**src/sv/acd_pkg.sv**
```systemverilog
// package for the aliquot cycle detector
// constants and field widths shared by all modules, no dependencies
package acd_pkg;
    localparam int VAL_W        = 24;
    localparam int SUM_W        = 32;
    localparam int LEN_W        = 6;
    localparam int CNT_W        = 24;
    localparam int IDX_W        = 1;
    localparam int MEMBER_DEPTH_DEF = 64;
    localparam logic [VAL_W-1:0] MAXV_RESET   = 24'd10000000;
    localparam logic [LEN_W-1:0] MAXLEN_RESET = 6'd28;
    localparam logic [CNT_W-1:0] CNT_MAX      = '1;
    localparam logic [IDX_W-1:0] REG_MAX_VALUE = 1'b0;
    localparam logic [IDX_W-1:0] REG_MAX_LEN   = 1'b1;
endpackage

```
**src/sv/acd_divsum.sv**
```systemverilog
// aliquot sum unit: trial division with a shared restoring divider
// one quotient bit per cycle; depends on acd_pkg
module acd_divsum
    import acd_pkg::*;
(
    input  logic             i_clk,
    input  logic             i_rst_n,
    input  logic             i_start,
    input  logic [SUM_W-1:0] i_value,
    output logic             o_done,
    output logic [SUM_W-1:0] o_sum
);
    typedef enum logic [3:0] {
        S_IDLE = 4'b0001,
        S_CHK  = 4'b0010,
        S_DIV  = 4'b0100,
        S_ACC  = 4'b1000
    } t_state;

    t_state           r_state, n_state;
    logic [SUM_W-1:0] r_v, n_v;
    logic [15:0]      r_d, n_d;
    logic [33:0]      r_sum, n_sum;
    logic [SUM_W-1:0] r_q, n_q;
    logic [SUM_W:0]   r_rem, n_rem;
    logic [5:0]       r_bit, n_bit;
    logic [31:0]      r_sq, n_sq;
    logic             r_done, n_done;
    logic [SUM_W:0]   w_trial;

    assign w_trial = {r_rem[SUM_W-1:0], r_v[r_bit[4:0]]} - {17'd0, r_d};

    always_comb begin
        n_state = r_state; n_v = r_v; n_d = r_d; n_sum = r_sum; n_q = r_q;
        n_rem = r_rem; n_bit = r_bit; n_sq = r_sq; n_done = 1'b0;
        case (r_state)
            S_IDLE: begin
                if (i_start) begin
                    n_v = i_value; n_d = 16'd2; n_sq = 32'd4; n_sum = 34'd1;
                    n_state = S_CHK;
                end
            end
            S_CHK: begin
                if ({1'b0, r_sq} > {1'b0, r_v} || r_d == 16'hFFFF && r_sq > r_v) begin
                    n_done = 1'b1; n_state = S_IDLE;
                end else begin
                    n_rem = '0; n_q = '0; n_bit = 6'd31; n_state = S_DIV;
                end
            end
            S_DIV: begin
                if (!w_trial[SUM_W]) begin
                    n_rem = w_trial;
                    n_q = {r_q[SUM_W-2:0], 1'b1};
                end else begin
                    n_rem = {r_rem[SUM_W-1:0], r_v[r_bit[4:0]]};
                    n_q = {r_q[SUM_W-2:0], 1'b0};
                end
                if (r_bit == 6'd0) n_state = S_ACC;
                n_bit = r_bit - 6'd1;
            end
            S_ACC: begin
                if (r_rem == '0) begin
                    n_sum = r_sum + {18'd0, r_d}
                          + ((r_q != {16'd0, r_d}) ? {2'd0, r_q} : 34'd0);
                end
                n_sq = r_sq + {15'd0, r_d, 1'b0} + 32'd1;
                n_d = r_d + 16'd1;
                n_state = (r_d == 16'hFFFF) ? S_IDLE : S_CHK;
                n_done = (r_d == 16'hFFFF);
            end
            default: n_state = S_IDLE;
        endcase
    end

    always_ff @(posedge i_clk) begin
        if (!i_rst_n) begin
            r_state <= S_IDLE;
            r_done <= 1'b0;
        end else begin
            r_state <= n_state;
            r_done <= n_done;
        end
        r_v <= n_v; r_d <= n_d; r_sum <= n_sum; r_q <= n_q;
        r_rem <= n_rem; r_bit <= n_bit; r_sq <= n_sq;
    end

    assign o_done = r_done;
    assign o_sum  = r_sum[SUM_W-1:0];
endmodule

```
**src/sv/aliquot_cycle_detector.sv**
```systemverilog
// aliquot cycle detector top level
// walks aliquot sequences with acd_divsum; depends on acd_pkg
//
// usage:
//   input channel: one start_value per beat; ready only while idle
//   config channel: index 0 max_value, 1 max_cycle_length; write while idle
//   output channel: one beat per cycle member (s(n) first, n last), or one
//     not-found beat; last marks the final beat of an item
// walk: each aliquot sum of v tries up to sqrt(v) trial divisors in the shared divider,
//   and the step count is bounded by one more than the lesser of max_cycle_length
//   and MEMBER_DEPTH - 1
// output: each beat is read from member memory in S_READ and shown in S_EMIT; a stall
//   holds the beat and the block waits
// reset: counts clear, registers take 10000000 and 28, block goes idle;
//   no clearing pass is needed
// throughput: one item at a time, set by the shared divider loop
module aliquot_cycle_detector
    import acd_pkg::*;
#(
    parameter int MEMBER_DEPTH = MEMBER_DEPTH_DEF
)(
    input  logic             i_clk,
    input  logic             i_rst_n,
    input  logic             i_in_valid,
    output logic             o_in_ready,
    input  logic [VAL_W-1:0] i_start_value,
    input  logic             i_cfg_valid,
    output logic             o_cfg_ready,
    input  logic [IDX_W-1:0] i_cfg_index,
    input  logic [VAL_W-1:0] i_cfg_data,
    output logic             o_out_valid,
    input  logic             i_out_ready,
    output logic             o_found,
    output logic [6:0]       o_cycle_length,
    output logic [5:0]       o_member_index,
    output logic [SUM_W-1:0] o_member_value,
    output logic             o_last,
    output logic [CNT_W-1:0] o_total_cycles,
    output logic [CNT_W-1:0] o_perfect_count,
    output logic [CNT_W-1:0] o_amicable_count
);
    localparam int AW = $clog2(MEMBER_DEPTH);
    localparam logic [LEN_W-1:0] LIM_CAP = LEN_W'(MEMBER_DEPTH - 1);

    typedef enum logic [5:0] {
        S_IDLE = 6'b000001,
        S_WAIT = 6'b000010,
        S_TEST = 6'b000100,
        S_READ = 6'b001000,
        S_EMIT = 6'b010000,
        S_MISS = 6'b100000
    } t_state;

    t_state             r_state;
    logic [VAL_W-1:0]   r_maxv;
    logic [LEN_W-1:0]   r_maxlen;
    logic [VAL_W-1:0]   r_n;
    logic [SUM_W-1:0]   r_cur;
    logic [6:0]         r_steps;
    logic [6:0]         r_k;
    logic [CNT_W-1:0]   r_tot, r_perf, r_ami;
    logic [SUM_W-1:0]   r_mem [MEMBER_DEPTH];
    logic [SUM_W-1:0]   r_rd;
    logic               r_start;
    logic [SUM_W-1:0]   r_dval;
    logic               w_done;
    logic [SUM_W-1:0]   w_sum;
    logic [LEN_W-1:0]   w_lim;

    assign w_lim = (r_maxlen > LIM_CAP) ? LIM_CAP : r_maxlen;

    acd_divsum u_divsum (
        .i_clk(i_clk), .i_rst_n(i_rst_n), .i_start(r_start),
        .i_value(r_dval), .o_done(w_done), .o_sum(w_sum)
    );

    assign o_in_ready  = (r_state == S_IDLE);
    assign o_cfg_ready = (r_state == S_IDLE);
    assign o_out_valid = (r_state == S_EMIT) || (r_state == S_MISS);
    assign o_found        = (r_state == S_EMIT);
    assign o_cycle_length = (r_state == S_EMIT) ? r_steps : 7'd0;
    assign o_member_index = (r_state == S_EMIT) ? r_k[5:0] : 6'd0;
    assign o_member_value = (r_state == S_EMIT) ? r_rd : '0;
    assign o_last = (r_state == S_MISS) || (r_k + 7'd1 == r_steps);
    assign o_total_cycles   = r_tot;
    assign o_perfect_count  = r_perf;
    assign o_amicable_count = r_ami;

    always_ff @(posedge i_clk) begin
        if (r_state == S_WAIT && w_done)
            r_mem[AW'(r_steps - 7'd1)] <= w_sum;
        r_rd <= r_mem[AW'(r_k)];
    end

    always_ff @(posedge i_clk) begin
        if (!i_rst_n) begin
            r_state <= S_IDLE;
            r_maxv <= MAXV_RESET; r_maxlen <= MAXLEN_RESET;
            r_tot <= '0; r_perf <= '0; r_ami <= '0;
            r_start <= 1'b0;
        end else begin
            r_start <= 1'b0;
            case (r_state)
                S_IDLE: begin
                    if (i_cfg_valid) begin
                        if (i_cfg_index == REG_MAX_VALUE) r_maxv <= i_cfg_data;
                        else r_maxlen <= i_cfg_data[LEN_W-1:0];
                    end
                    if (i_in_valid) begin
                        r_n <= i_start_value;
                        r_steps <= 7'd1;
                        r_k <= '0;
                        if (i_start_value < VAL_W'(2)) begin
                            r_state <= S_MISS;
                        end else begin
                            r_dval <= {8'd0, i_start_value};
                            r_start <= 1'b1;
                            r_state <= S_WAIT;
                        end
                    end
                end
                S_WAIT: begin
                    if (w_done) begin
                        r_cur <= w_sum;
                        r_state <= S_TEST;
                    end
                end
                S_TEST: begin
                    if (r_cur > {8'd0, r_n} && !(r_cur > {8'd0, r_maxv} || r_cur <= 32'd1
                                  || r_steps > {1'b0, w_lim})) begin
                        r_dval <= r_cur;
                        r_start <= 1'b1;
                        r_steps <= r_steps + 7'd1;
                        r_state <= S_WAIT;
                    end else if (r_cur == {8'd0, r_n}) begin
                        if (r_steps == 7'd1 && r_perf != CNT_MAX) r_perf <= r_perf + 1'b1;
                        if (r_steps == 7'd2 && r_ami != CNT_MAX) r_ami <= r_ami + 1'b1;
                        if (r_tot != CNT_MAX) r_tot <= r_tot + 1'b1;
                        r_state <= S_READ;
                    end else begin
                        r_state <= S_MISS;
                    end
                end
                S_READ: r_state <= S_EMIT;
                S_EMIT: begin
                    if (i_out_ready) begin
                        r_k <= r_k + 7'd1;
                        r_state <= (r_k + 7'd1 == r_steps) ? S_IDLE : S_READ;
                    end
                end
                S_MISS: if (i_out_ready) r_state <= S_IDLE;
                default: r_state <= S_IDLE;
            endcase
        end
    end
endmodule

```
**config.mk**
```make
export PLATFORM = sky130hd
export DESIGN_NAME = aliquot_cycle_detector
export DESIGN_NICKNAME = d
export VERILOG_FILES = /design/src/sv/acd_pkg.sv /design/src/sv/acd_divsum.sv /design/src/sv/aliquot_cycle_detector.sv
export SDC_FILE = /design/constraint.sdc
export NUM_CORES = 2
export LEC_CHECK = 0
export BUFFER_PORTS_ARGS = -buffer_cell sky130_fd_sc_hd__buf_2
export CELL_PAD_IN_SITES_DETAIL_PLACEMENT = 0
export CELL_PAD_IN_SITES_GLOBAL_PLACEMENT = 1
export CORE_MARGIN = 5
export CORE_UTILIZATION = 50
export CTS_BUF_LIST = sky130_fd_sc_hd__clkbuf_16
export CTS_CLUSTER_DIAMETER = 40
export DETAILED_ROUTE_END_ITERATION = 10
export PLACE_DENSITY = 0.78
export REMOVE_ABC_BUFFERS = 1
export SETUP_SLACK_MARGIN = 0.15
export SLEW_MARGIN = 20
export SYNTH_ARGS = -nofsm -noshare
export SYNTH_HDL_FRONTEND = slang
export SYNTH_SLANG_ARGS = --single-unit
```
**constraint.sdc**
```tcl
create_clock -name i_clk -period 4.5 [get_ports i_clk]
set_input_delay 0.225 -clock i_clk [delete_from_list [all_inputs] [get_ports i_clk]]
set_output_delay 0.225 -clock i_clk [all_outputs]
set_load 0.01 [all_outputs]
```
==> reports/qor.yml <==
ir_drop_v: 0.0003794
holdWs_ps: 107.5
final-hold-violation-count: 0
die_area_um2: 212800
async_flop_share_pct: 0
avgSynthCellArea_um2: 18.98
yosysSeqAreaShare_pct: 71.67
rows: 165
route.detailed.drc: 0
drv_slew: 0
fin_tns_setup_ps: 0
p_per_area_nw_per_um2: 457.1
worst_setup_path_end_kind: "register"
period_minus_slack_ps: 4477
coreArea_um2: 202300
period_share_pct: 99.49
die_y_um: 461.3
clkSlewWorstSetupHoldPaths_ps: 50
grt_pass1_wl_um: 389700
dp.cells: 8283
nFillCells: 14181
port_buffers: 175
final_common_cell: "edfxtp_1"
drtPass1Iterations: 5
grt_use_total_pct: 25.27
io_pins: 176
layout.cells.non_filler: 8990
cts_sinks: 2479
rr_startpoint: "u_divsum.r_q[22]"
synth_seq_cells: 2479
die-width_um: 461.3
finalSetupViolCount: 0
maxCapViolations: 0
synth_cells: 5364
layout-drive-gt1-share_pct: 30.08
fin_skew_ps: 107.3
hp-class: "input pin to register"
num_vias: 56044
crit_start: "u_divsum.r_q[22]"
power.leakage_nw: 40.65
criticalPathCategory: "register to register"
synthFlopType: "edfxtp_1"
ys_types: 76
wire_per_inst_um: 29.82
antenna_left: 0
final_cell_mix: "edfxtp_1, mux4_2, clkbuf_16"
clk_latency_ps: 950
vias_per_cell: 6.234
netlist_area_um2: 101800
start_util_pct: 50.33
hpwl_um: 155300
synthToLayoutAreaGrowth_pct: 19.18
synth_edf_count: 2333
utilization_pct: 59.98
nNetsFinal: 6296
cts.path.max_buffers: 4
clock-root-buffer: "clkbuf_16"
cts_tree: "built"
gp_congestion: 0.8465
antenna_found_initial: 28
grt_overflow: 0
status: "complete, no violations"
first_iter_violations: 7262
cts_made_buffers: 335
drt-total-wl_um: 268100
min_from: "i_start_value[5]"
path_max_fanout: 5
relSlewSlack_pct: 30.78
total_power_mw: 55.48
cts_max_level: 5
tightest_slew_ps: 1036
arrival_ps: 5260
grt_setup_unrepaired: "true"
first_global_vias: 56788
critical_path_required_ps: 5280
grt_start_max_net_pins: 84
fmax_ghz: 0.2234
cp-start-kind: "register"
ys_warn_count: 0
[cell usage after synthesis, types with 14 or more instances]
library cell / count / area [um^2]
edfxtp_1: 2333 / 70060
a31oi_1: 16 / 100.1
a21oi_1: 102 / 510.5
ha_1: 174 / 2177
and3_1: 35 / 219.0
o21a_1: 29 / 217.7
nor2_1: 201 / 754.5
mux2i_1: 14 / 140.1
a21o_1: 48 / 360.4
a211oi_1: 16 / 120.1
nor3_1: 53 / 265.3
nand4_1: 44 / 275.3
inv_1: 146 / 548.0
mux4_2: 682 / 15360
fa_1: 19 / 380.4
nand2_1: 258 / 968.4
o21ai_0: 88 / 440.4
clkbuf_1: 189 / 709.4
or3_1: 41 / 256.5
xnor2_1: 74 / 648.1
a21boi_0: 34 / 255.2
nor4_1: 44 / 275.3
and2_1: 152 / 950.9
nor2b_1: 26 / 162.7
dfxtp_1: 146 / 2923
buf_1: 53 / 198.9
xor2_1: 78 / 683.2
nand3_1: 97 / 485.5
nand2b_1: 16 / 100.1
[logic make-up after synthesis]
logic type	share of synthesized area, %
AO/OA/AOI/OAI	2.550
AND/OR/NAND/NOR	5.246
flip-flops	71.67
buffers and inverters	1.476
multiplexers	15.22
adder cells (fa/ha/maj)	2.512
XOR/XNOR	1.323
[flip-flops by register name, summed over array words and instances, names as in the netlist, 7 cells and up]
register / flops
r_maxv: 24
r_n: 24
r_rd: 32
u_divsum.r_v: 32
u_divsum.r_sq: 32
o_total_cycles: 24
u_divsum.r_q: 32
u_divsum.r_sum: 32
o_amicable_count: 24
r_mem: 2048
u_divsum.r_rem: 33
r_k: 7
o_perfect_count: 24
r_cur: 32
r_steps: 7
u_divsum.r_d: 16
r_dval: 32
[layout make-up]
cell class                      instances  area [um^2]  area share, %
Timing Repair Buffer                  595         5250          4.326
Sequential cell                      2479        72980          60.14
Tap cell                             2672         3343          2.755
Inverter                              148        555.5         0.4578
Clock buffer                          343         8583          7.073
Multi-Input combinational cell       2490        28370          23.38
Clock inverter                        251         2243          1.849
Antenna cell                           12        30.03        0.02474
[worst max-delay path, stage by stage (launching register included)]
cell	delay [ps]
edfxtp_1	430
nor4_4	320
nand4_1	190
nor2_2	170
nand4_1	140
buf_4	180
buf_6	120
buf_6	120
and2_1	160
fa_1	430
ha_1	400
a211oi_1	310
nand2_1	160
or3_4	410
a21oi_4	180
a211oi_1	110
or3_1	370
a21oi_2	120
[path summary, 6_finish.rpt]
kind / to / slack, ps / cells after the start
setup reg to reg: u_divsum.r_sum[31] / 20 / 17
setup / recovery: u_divsum.r_sum[31] / 20 / 17
hold / removal: r_n[5] / 110 / 2
hold reg to reg: u_divsum.r_v[21] / 400 / 0
[per-layer routing]
metal  track usage, %  up-vias  part of all wire (%)
li1                 -    23190                     -
met1            35.05    29104                    38
met2            39.96     3246                    48
met3            6.328      502                    11
met4            7.843        2                   3.0
met5                0        -                0.0045
[power breakdown]
| group | switching (mW) | internal, mW |
|---|---|---|
| clock network | 10.1 | 15.4 |
| logic | 2.44 | 1.93 |
| registers | 0.149 | 25.5 |
| total | 12.7 | 42.7 |
[what timing repair did]
action / in CTS / in global routing
gates resized for setup: 58 / 75
cloned: 1 / 0
pin swaps: 41 / 52
setup endpoints to repair: 27 / 56
hold buffers: 78 / 0
buffers inserted: 14 / 8
endpoints found under the hold margin: 129 / 0
[per-stage QoR]
stage	instance area, um^2	worst slack [ps]
finish	121400	22.89
global route	121300	-117.1
CTS	120900	40.11
detailed placement	108900	-336.3
global placement	108900	-350.2
floorplan	100900	-17300
Note: power is estimated with default switching activity, not from simulation.
